<file path="config.mk">
export PLATFORM = sky130hd
export DESIGN_NAME = positional_pid_controller_top
export DESIGN_NICKNAME = d
export VERILOG_FILES = /design/src/design/ppc_pkg.sv /design/src/design/ppc_fifo.sv /design/src/design/ppc_front.sv /design/src/design/ppc_back.sv /design/src/design/positional_pid_controller_top.sv
export SDC_FILE = /design/constraint.sdc
export NUM_CORES = 2
export LEC_CHECK = 0
export BUFFER_PORTS_ARGS = -buffer_cell sky130_fd_sc_hd__buf_2
export CORE_MARGIN = 2
export CORE_UTILIZATION = 50
export DETAILED_ROUTE_END_ITERATION = 7
export PLACE_DENSITY = 0.65
export SLEW_MARGIN = 20
export SYNTH_ARGS = -nofsm -noshare
export SYNTH_HDL_FRONTEND = slang
export SYNTH_SLANG_ARGS = --single-unit
</file>
<file path="constraint.sdc">
create_clock -name clk -period 9.9 [get_ports clk]
set_input_delay 0 -clock clk [delete_from_list [all_inputs] [get_ports clk]]
set_output_delay 0 -clock clk [all_outputs]
set_load 0.05 [all_outputs]
</file>
<file path="src/design/ppc_pkg.sv">
`timescale 1ns / 1ps
`default_nettype none
// ----------------------------------------------------------------------------
// ppc_pkg
// Shared types and constants of the positional PID controller.
// ----------------------------------------------------------------------------
package ppc_pkg;

  localparam int MidDepth = 4;
  localparam int OutDepth = 4;

  localparam logic [1:0] MODE_P   = 2'd0;
  localparam logic [1:0] MODE_PI  = 2'd1;
  localparam logic [1:0] MODE_PID = 2'd2;

  localparam logic [2:0] REG_MODE   = 3'd0;
  localparam logic [2:0] REG_TARGET = 3'd1;
  localparam logic [2:0] REG_GAIN_P = 3'd2;
  localparam logic [2:0] REG_GAIN_I = 3'd3;
  localparam logic [2:0] REG_GAIN_D = 3'd4;

  // word passed from the front to the back
  typedef struct packed {
    logic signed [16:0] error;
    logic signed [31:0] sum;
    logic signed [17:0] diff;
    logic               use_i;
    logic               use_d;
    logic               sum_hit;
  } ppc_item_t;

endpackage
`default_nettype wire

</file>
<file path="src/design/ppc_fifo.sv">
`timescale 1ns / 1ps
`default_nettype none
// ----------------------------------------------------------------------------
// ppc_fifo
// Small register queue with push/full and pop/empty and a fill count.
// ----------------------------------------------------------------------------
module ppc_fifo #(
  parameter int WIDTH = 8,
  parameter int DEPTH = 4
) (
  input  wire logic                           clk,
  input  wire logic                           rst,
  input  wire logic                           push,
  input  wire logic [WIDTH-1:0]               din,
  output logic                                full,
  input  wire logic                           pop,
  output logic [WIDTH-1:0]                    dout,
  output logic                                empty,
  output logic [$clog2(DEPTH+1)-1:0]          count
);

  localparam int AW = (DEPTH > 1) ? $clog2(DEPTH) : 1;
  localparam int CW = $clog2(DEPTH+1);

  logic [WIDTH-1:0] mem [DEPTH];
  logic [AW-1:0]    wr_ptr;
  logic [AW-1:0]    rd_ptr;
  logic             do_push;
  logic             do_pop;

  assign full    = (count == CW'(DEPTH));
  assign empty   = (count == '0);
  assign do_push = push && !full;
  assign do_pop  = pop && !empty;
  assign dout    = mem[rd_ptr];

  always_ff @(posedge clk) begin
    if (rst) begin
      wr_ptr <= '0;
      rd_ptr <= '0;
      count  <= '0;
    end else begin
      if (do_push) begin
        wr_ptr <= (wr_ptr == AW'(DEPTH-1)) ? '0 : wr_ptr + 1'b1;
      end
      if (do_pop) begin
        rd_ptr <= (rd_ptr == AW'(DEPTH-1)) ? '0 : rd_ptr + 1'b1;
      end
      if (do_push && !do_pop) begin
        count <= count + 1'b1;
      end else if (do_pop && !do_push) begin
        count <= count - 1'b1;
      end
    end
  end

  always_ff @(posedge clk) begin
    if (do_push) begin
      mem[wr_ptr] <= din;
    end
  end

endmodule
`default_nettype wire

</file>
<file path="src/design/ppc_front.sv">
`timescale 1ns / 1ps
`default_nettype none
// ----------------------------------------------------------------------------
// ppc_front
// Forms the error, updates error sum (PI/PID), last error (PID), emits words.
// ----------------------------------------------------------------------------
module ppc_front (
  input  wire logic                clk,
  input  wire logic                rst,
  input  wire logic                take,
  input  wire logic signed [15:0]  measured_value,
  input  wire logic [1:0]          mode,
  input  wire logic signed [15:0]  target,
  output ppc_pkg::ppc_item_t       item
);
  import ppc_pkg::*;

  logic signed [31:0] error_sum;
  logic signed [31:0] error_sum_next;
  logic signed [16:0] last_error;
  logic signed [16:0] err;
  logic signed [32:0] sum_wide;
  logic               sum_sat;

  assign err      = $signed({target[15], target}) -
                    $signed({measured_value[15], measured_value});
  assign sum_wide = $signed({error_sum[31], error_sum}) +
                    $signed({{16{err[16]}}, err});
  assign sum_sat  = sum_wide[32] != sum_wide[31];

  always_comb begin
    if (sum_sat) begin
      error_sum_next = sum_wide[32] ? 32'sh8000_0000 : 32'sh7FFF_FFFF;
    end else begin
      error_sum_next = sum_wide[31:0];
    end
  end

  always_comb begin
    item.error = err;
    item.sum   = error_sum_next;
    item.diff  = $signed({err[16], err}) - $signed({last_error[16], last_error});
    unique case (mode)
      MODE_PI: begin
        item.use_i   = 1'b1;
        item.use_d   = 1'b0;
        item.sum_hit = sum_sat;
      end
      MODE_PID: begin
        item.use_i   = 1'b1;
        item.use_d   = 1'b1;
        item.sum_hit = sum_sat;
      end
      default: begin
        item.use_i   = 1'b0;
        item.use_d   = 1'b0;
        item.sum_hit = 1'b0;
      end
    endcase
  end

  always_ff @(posedge clk) begin
    if (rst) begin
      error_sum  <= '0;
      last_error <= '0;
    end else if (take) begin
      if (item.use_i) begin
        error_sum <= error_sum_next;
      end
      if (item.use_d) begin
        last_error <= err;
      end
    end
  end

endmodule
`default_nettype wire

</file>
<file path="src/design/ppc_back.sv">
`timescale 1ns / 1ps
`default_nettype none
// ----------------------------------------------------------------------------
// ppc_back
// Multiplies by the gains, sums, scales by 1/256 and saturates.
// ----------------------------------------------------------------------------
module ppc_back #(
  parameter int OUT_DEPTH = ppc_pkg::OutDepth
) (
  input  wire logic                            clk,
  input  wire logic                            rst,
  input  wire ppc_pkg::ppc_item_t              item,
  input  wire logic                            mid_empty,
  output logic                                 mid_pop,
  input  wire logic [$clog2(OUT_DEPTH+1)-1:0]  out_count,
  output logic                                 out_push,
  input  wire logic signed [15:0]              gain_p,
  input  wire logic signed [15:0]              gain_i,
  input  wire logic signed [15:0]              gain_d,
  output logic [31:0]                          drive_value,
  output logic                                 clipped
);
  import ppc_pkg::*;

  localparam int CW = $clog2(OUT_DEPTH+1);

  logic               v1;
  logic signed [32:0] prod_p;
  logic signed [47:0] prod_i;
  logic signed [33:0] prod_d;
  logic               hit1;
  logic signed [32:0] mul_p;
  logic signed [47:0] mul_i;
  logic signed [33:0] mul_d;
  logic [CW:0]        used;
  logic signed [49:0] acc;
  logic [41:0]        scaled;
  logic               drive_sat;

  // in-flight word counts against the output queue
  assign used    = {1'b0, out_count} + {{CW{1'b0}}, v1};
  assign mid_pop = !mid_empty && (used < OUT_DEPTH[CW:0]);

  assign mul_p = gain_p * item.error;
  assign mul_i = gain_i * item.sum;
  assign mul_d = gain_d * item.diff;

  always_ff @(posedge clk) begin
    if (rst) begin
      v1 <= 1'b0;
    end else begin
      v1 <= mid_pop;
    end
  end

  always_ff @(posedge clk) begin
    if (mid_pop) begin
      prod_p <= mul_p;
      prod_i <= item.use_i ? mul_i : '0;
      prod_d <= item.use_d ? mul_d : '0;
      hit1   <= item.sum_hit;
    end
  end

  assign acc = $signed({{17{prod_p[32]}}, prod_p}) +
               $signed({{2{prod_i[47]}}, prod_i}) +
               $signed({{16{prod_d[33]}}, prod_d});
  assign scaled    = acc[49:8];
  assign drive_sat = !(&scaled[41:31]) && (|scaled[41:31]);

  always_comb begin
    if (drive_sat) begin
      drive_value = scaled[41] ? 32'h8000_0000 : 32'h7FFF_FFFF;
    end else begin
      drive_value = scaled[31:0];
    end
  end

  assign clipped  = hit1 || drive_sat;
  assign out_push = v1;

endmodule
`default_nettype wire

</file>
<file path="src/design/positional_pid_controller_top.sv">
`timescale 1ns / 1ps
`default_nettype none
// ----------------------------------------------------------------------------
// positional_pid_controller_top
// Positional PID controller with fixed-point Q8.8 gains.
// ----------------------------------------------------------------------------
// Input channel: a measured sample word is taken at a clock edge with push
// high and full low. Output channel: while empty is low the oldest drive
// word and its clipped flag are on the ports; pop high takes it.
// Configuration: cfg_write with cfg_index 0..4 (mode, target, gain_p,
// gain_i, gain_d) writes cfg_data at the edge; other indexes are ignored.
// Throughput: one word per cycle while the receiver keeps popping. The front
// updates the error sum and last error when a word is taken; the back has
// one multiplier stage followed by the add, scale and saturate logic feeding
// the output queue. A word passes through the middle queue, the multiplier
// stage and the output queue before it is visible on the output.
// Reset clears the registers, the error sum, the last error and both
// queues. When the receiver stops popping, the output queue fills, the
// back stops, the middle queue fills and full rises; no word is lost.
// ----------------------------------------------------------------------------
module positional_pid_controller_top #(
  parameter int MID_DEPTH = ppc_pkg::MidDepth,
  parameter int OUT_DEPTH = ppc_pkg::OutDepth
) (
  input  wire logic               clk,
  input  wire logic               rst,
  input  wire logic               push,
  output logic                    full,
  input  wire logic signed [15:0] measured_value,
  output logic                    empty,
  input  wire logic               pop,
  output logic signed [31:0]      drive_value,
  output logic                    clipped,
  input  wire logic               cfg_write,
  input  wire logic [2:0]         cfg_index,
  input  wire logic [15:0]        cfg_data
);
  import ppc_pkg::*;

  localparam int ItemW = $bits(ppc_item_t);
  localparam int OutW  = 33;

  logic [1:0]         mode;
  logic signed [15:0] target;
  logic signed [15:0] gain_p;
  logic signed [15:0] gain_i;
  logic signed [15:0] gain_d;

  ppc_item_t          front_item;
  ppc_item_t          mid_item;
  logic [ItemW-1:0]   mid_dout;
  logic               mid_full;
  logic               mid_empty;
  logic               mid_pop;
  logic [$clog2(MID_DEPTH+1)-1:0] mid_count;
  logic               take;

  logic               out_push;
  logic               out_full;
  logic [$clog2(OUT_DEPTH+1)-1:0] out_count;
  logic [31:0]        back_drive;
  logic               back_clipped;
  logic [OutW-1:0]    out_dout;

  always_ff @(posedge clk) begin
    if (rst) begin
      mode   <= MODE_P;
      target <= '0;
      gain_p <= '0;
      gain_i <= '0;
      gain_d <= '0;
    end else if (cfg_write) begin
      unique case (cfg_index)
        REG_MODE:   mode   <= cfg_data[1:0];
        REG_TARGET: target <= cfg_data;
        REG_GAIN_P: gain_p <= cfg_data;
        REG_GAIN_I: gain_i <= cfg_data;
        REG_GAIN_D: gain_d <= cfg_data;
        default: ;
      endcase
    end
  end

  assign full = mid_full;
  assign take = push && !mid_full;

  ppc_front u_front (
    .clk            (clk),
    .rst            (rst),
    .take           (take),
    .measured_value (measured_value),
    .mode           (mode),
    .target         (target),
    .item           (front_item)
  );

  ppc_fifo #(
    .WIDTH (ItemW),
    .DEPTH (MID_DEPTH)
  ) u_mid_fifo (
    .clk   (clk),
    .rst   (rst),
    .push  (push),
    .din   (front_item),
    .full  (mid_full),
    .pop   (mid_pop),
    .dout  (mid_dout),
    .empty (mid_empty),
    .count (mid_count)
  );

  assign mid_item = ppc_item_t'(mid_dout);

  ppc_back #(
    .OUT_DEPTH (OUT_DEPTH)
  ) u_back (
    .clk         (clk),
    .rst         (rst),
    .item        (mid_item),
    .mid_empty   (mid_empty),
    .mid_pop     (mid_pop),
    .out_count   (out_count),
    .out_push    (out_push),
    .gain_p      (gain_p),
    .gain_i      (gain_i),
    .gain_d      (gain_d),
    .drive_value (back_drive),
    .clipped     (back_clipped)
  );

  ppc_fifo #(
    .WIDTH (OutW),
    .DEPTH (OUT_DEPTH)
  ) u_out_fifo (
    .clk   (clk),
    .rst   (rst),
    .push  (out_push),
    .din   ({back_clipped, back_drive}),
    .full  (out_full),
    .pop   (pop),
    .dout  (out_dout),
    .empty (empty),
    .count (out_count)
  );

  assign drive_value = out_dout[31:0];
  assign clipped     = out_dout[32];

  a_out_room: assert property (@(posedge clk) disable iff (rst)
    out_push |-> !out_full)
    else $error("output queue overrun");

  a_mid_pop: assert property (@(posedge clk) disable iff (rst)
    mid_pop |-> !mid_empty)
    else $error("pop from empty middle queue");

  a_mid_count: assert property (@(posedge clk) disable iff (rst)
    (mid_full == (mid_count == MID_DEPTH[$clog2(MID_DEPTH+1)-1:0])))
    else $error("middle queue full flag mismatch");

  a_reset: assert property (@(posedge clk)
    rst |=> (empty && !full))
    else $error("queues not cleared by reset");

endmodule
`default_nettype wire
</file>
==> results.json <==
{
  "run_status": "completed",
  "drt_iter0_drc": 3535,
  "busiest_layer": "met2",
  "vias": 46131,
  "start_kind": "register",
  "core_sq_um": 137200,
  "clk_path_buf_depth": 3,
  "finalCritPeriodShare_pct": 84.81,
  "synthArstFlopShare_pct": 0,
  "final_area_sq_um": 73970,
  "die_h_microns": 375.4,
  "global_route.usage.met1_pct": 35.30,
  "cap_violations": 0,
  "grt_pass1_vias": 49107,
  "leakagePower_nw": 32.51,
  "rsz0062_at_grt": "false",
  "antenna_found_initial": 3,
  "area_growth_pct": 7.247,
  "cts_made_buffers": 73,
  "cp_top_family": "adder cells",
  "yosys_most_used_dff": "edfxtp_1",
  "yosys-top-cells-area": "fa_1 32%, edfxtp_1 23%, ha_1 7.5%",
  "holdPathEnd": "gain_d[7]",
  "fp.dieArea_sq_um": 140900,
  "synth_most_common_cell": "inv_1",
  "min_path_type": "in -> reg",
  "fin_tns_setup_ns": 0,
  "crit_path_frequent_cell": "fa_1",
  "end_kind": "register",
  "setup_viol": 0,
  "required_ns": 10.29,
  "nNetsFinal": 8130,
  "clkSinkCount": 662,
  "pin_count": 75,
  "start_util_pct": 50.29,
  "ys_ff_latch": 662,
  "detail-route-antenna-nets": 0,
  "hpwl_microns": 130600,
  "synth_mux_area_share_pct": 3.523,
  "final_layout_size_suffix_gt1_share_pct": 5.880,
  "ys_types": 84,
  "grt_use_total_pct": 24.75,
  "path_buf_inv": 6,
  "synth_xor_area_share_pct": 2.652,
  "cpPeakStageDelay_ns": 0.90,
  "ir_drop_uv": 315.7,
  "wirelength_microns": 167900,
  "final_max_slew_viol_count": 0,
  "first_pass_iters": 5,
  "synth_fa_ha_area_share_pct": 39.72,
  "hold_viol": 0,
  "synth_top_cell_area_share_pct": 32.04,
  "wl_per_cell_microns": 19.92,
  "fin_crit_ns": 8.396,
  "hp-start": "cfg_write",
  "post_cts_resized": 0,
  "cp.arrival_ns": 8.79,
  "whs_path_depth": 4,
  "synth_top_family_by_area": "adder cells",
  "slowest_stage": "dfxtp_4",
  "r2r_end": "u_back.prod_d[28]",
  "grt_pass1_wl_microns": 272800,
  "syn_inst": 6584,
  "h-tree-depth": 3,
  "overflow": 0,
  "gp_congestion": 0.9012,
  "grt_use_met3_pct": 3.500,
  "worstMarginPinSlew_ns": 1.112,
  "root_buffer": "clkbuf_16",
  "grt_max_degree": 71,
  "synth_compound_area_share_pct": 6.325,
  "synth_simple_gate_area_share_pct": 12.69,
  "numPortBuffers": 74,
  "vias_per_cell": 5.474,
  "num_rows": 136,
  "synth_edf_count": 528,
  "route.detailed.drc": 0,
  "reg2reg_depth": 26,
  "worst_slack_ns": 1.504,
  "max_slew_margin_pct": 25.90,
  "synth-seq-area-share_pct": 26.88,
  "synth_nets": 8140,
  "max_freq_mhz": 119.1,
  "dpl-instance-area_sq_um": 71120,
  "cp_max_fo": 55,
  "avgSynthCellArea_sq_um": 10.48,
  "clkLatencyLatePin_ns": 0.67,
  "skew_ns": 0.03163,
  "die_w_microns": 375.4,
  "cts_tree": "yes",
  "yosys-top-cells-count": "1,249 x inv_1, 1,104 x fa_1, 880 x nand2_1",
  "met2_usage_pct": 39.14,
  "ff2ff_setup_slack_ns": 1.50,
  "yosysWarnings": 0,
  "clk_pin_slew_ns": 0.06,
  "netlist_area_sq_um": 68970,
  "synth_area_leader_cell": "fa_1",
  "power_density_nw_per_um2": 231.7,
  "pre_cts_ws_ns": 1.585,
  "critPathKind": "reg -> reg"
}
## worst min-delay path, cell delays in order
cell,delay (ns)
buf_2,0.11
and3_1,0.36
nand2_1,0.15
a21oi_1,0.05
## report_power, final
group          total [W]  internal (W)  switching [W]
sequential       0.00473       0.00436       0.000369
clock            0.00279       0.00163        0.00116
combinational    0.00961       0.00314        0.00648
total             0.0171       0.00913        0.00800
## through the flow
step	util, %	hold WS (ns)	power, W	std cells
floorplan	-	0.1360	0.01153	6584
global placement	51.84	0.3448	0.01411	8256
detailed placement	51.85	0.3513	0.01430	8257
CTS	53.89	0.008176	0.01716	8425
global route	53.93	0.07037	0.01841	8427
finish	53.94	0.05212	0.01714	8428
## cell usage in the layout (no fill, tap or decap), types with 14 or more instances in the layout
cell type	Yosys	final
o21ai_1	43	41
o21ai_0	86	86
o21bai_1	24	24
ha_1	412	412
a31oi_1	17	17
edfxtp_1	528	528
buf_2	9	73
and2_1	440	436
maj3_1	14	14
buf_4	3	57
nor2_1	279	278
nand3_1	34	34
a211oi_1	20	20
o21a_1	30	30
nand2_1	880	880
a21oi_1	282	282
xor2_1	70	70
clkbuf_16	0	74
inv_1	1249	1248
clkbuf_1	212	18
dlygate4sd3_1	0	34
a21o_1	88	88
or3_1	17	17
fa_1	1104	1104
nor2b_1	22	22
mux4_2	101	101
nand2b_1	56	56
and3_1	16	16
xnor2_1	137	137
nand4_1	42	42
dfxtp_1	134	131
nor3_1	47	47
## layer usage
| layer | routed length [microns] | share of wire (%) |
|---|---|---|
| met5 | 0 | 0 |
| met4 | 5990 | 3.6 |
| met3 | 10470 | 6.2 |
| met2 | 76180 | 45 |
| met1 | 75280 | 45 |
## cells by family after synthesis
kind of cell	count (synthesis)
compound gates	695
flops	662
fa+ha+maj	1530
xor+xnor	208
mux	115
buf+inv	1504
simple gates	1870
## how the worst max path moves through the flow
stage	start	end	slack, ns	cells after the start
after floorplan	register	u_back.prod_i[45]	1.91	26
after global placement	register	u_back.prod_i[45]	1.58	24
after detailed placement	register	u_back.prod_d[28]	1.59	26
after CTS	register	u_back.prod_d[28]	1.56	26
after global routing	register	u_back.prod_i[47]	0.94	24
final	register	u_back.prod_d[28]	1.50	26
## what timing repair did
| action | in CTS | in global routing |
|---|---|---|
| buffers inserted | 0 | 0 |
| hold buffers | 34 | 0 |
| endpoints found under the hold margin | 101 | 0 |
## registers in the layout (all words and copies together) (netlist names), named ones only
| register | cells |
|---|---|
| u_mid_fifo.rd_ptr | 2 |
| u_out_fifo.wr_ptr | 2 |
| u_back.prod_d | 34 |
| gain_d | 16 |
| u_mid_fifo.count | 3 |
| u_back.prod_p | 33 |
| u_back.out_push | 1 |
| u_front.error_sum | 32 |
| u_back.prod_i | 48 |
| target | 16 |
| u_back.hit1 | 1 |
| u_out_fifo.mem | 132 |
| mode | 2 |
| gain_i | 16 |
| u_out_fifo.count | 3 |
| u_out_fifo.rd_ptr | 2 |
| u_mid_fifo.mem | 280 |
| u_mid_fifo.wr_ptr | 2 |
| gain_p | 16 |
| u_front.last_error | 17 |
## final cells by class
cell class,instances,area (sq um)
Fill cell,12040,63180
Multi-Input combinational cell,4418,44800
Sequential cell,662,18550
Inverter,1250,4695
Tap cell,1794,2245
Clock buffer,96,1974
Timing Repair Buffer,169,1235
Clock inverter,38,479.2
Antenna cell,1,2.502
Power figures use the tool's default switching activity.
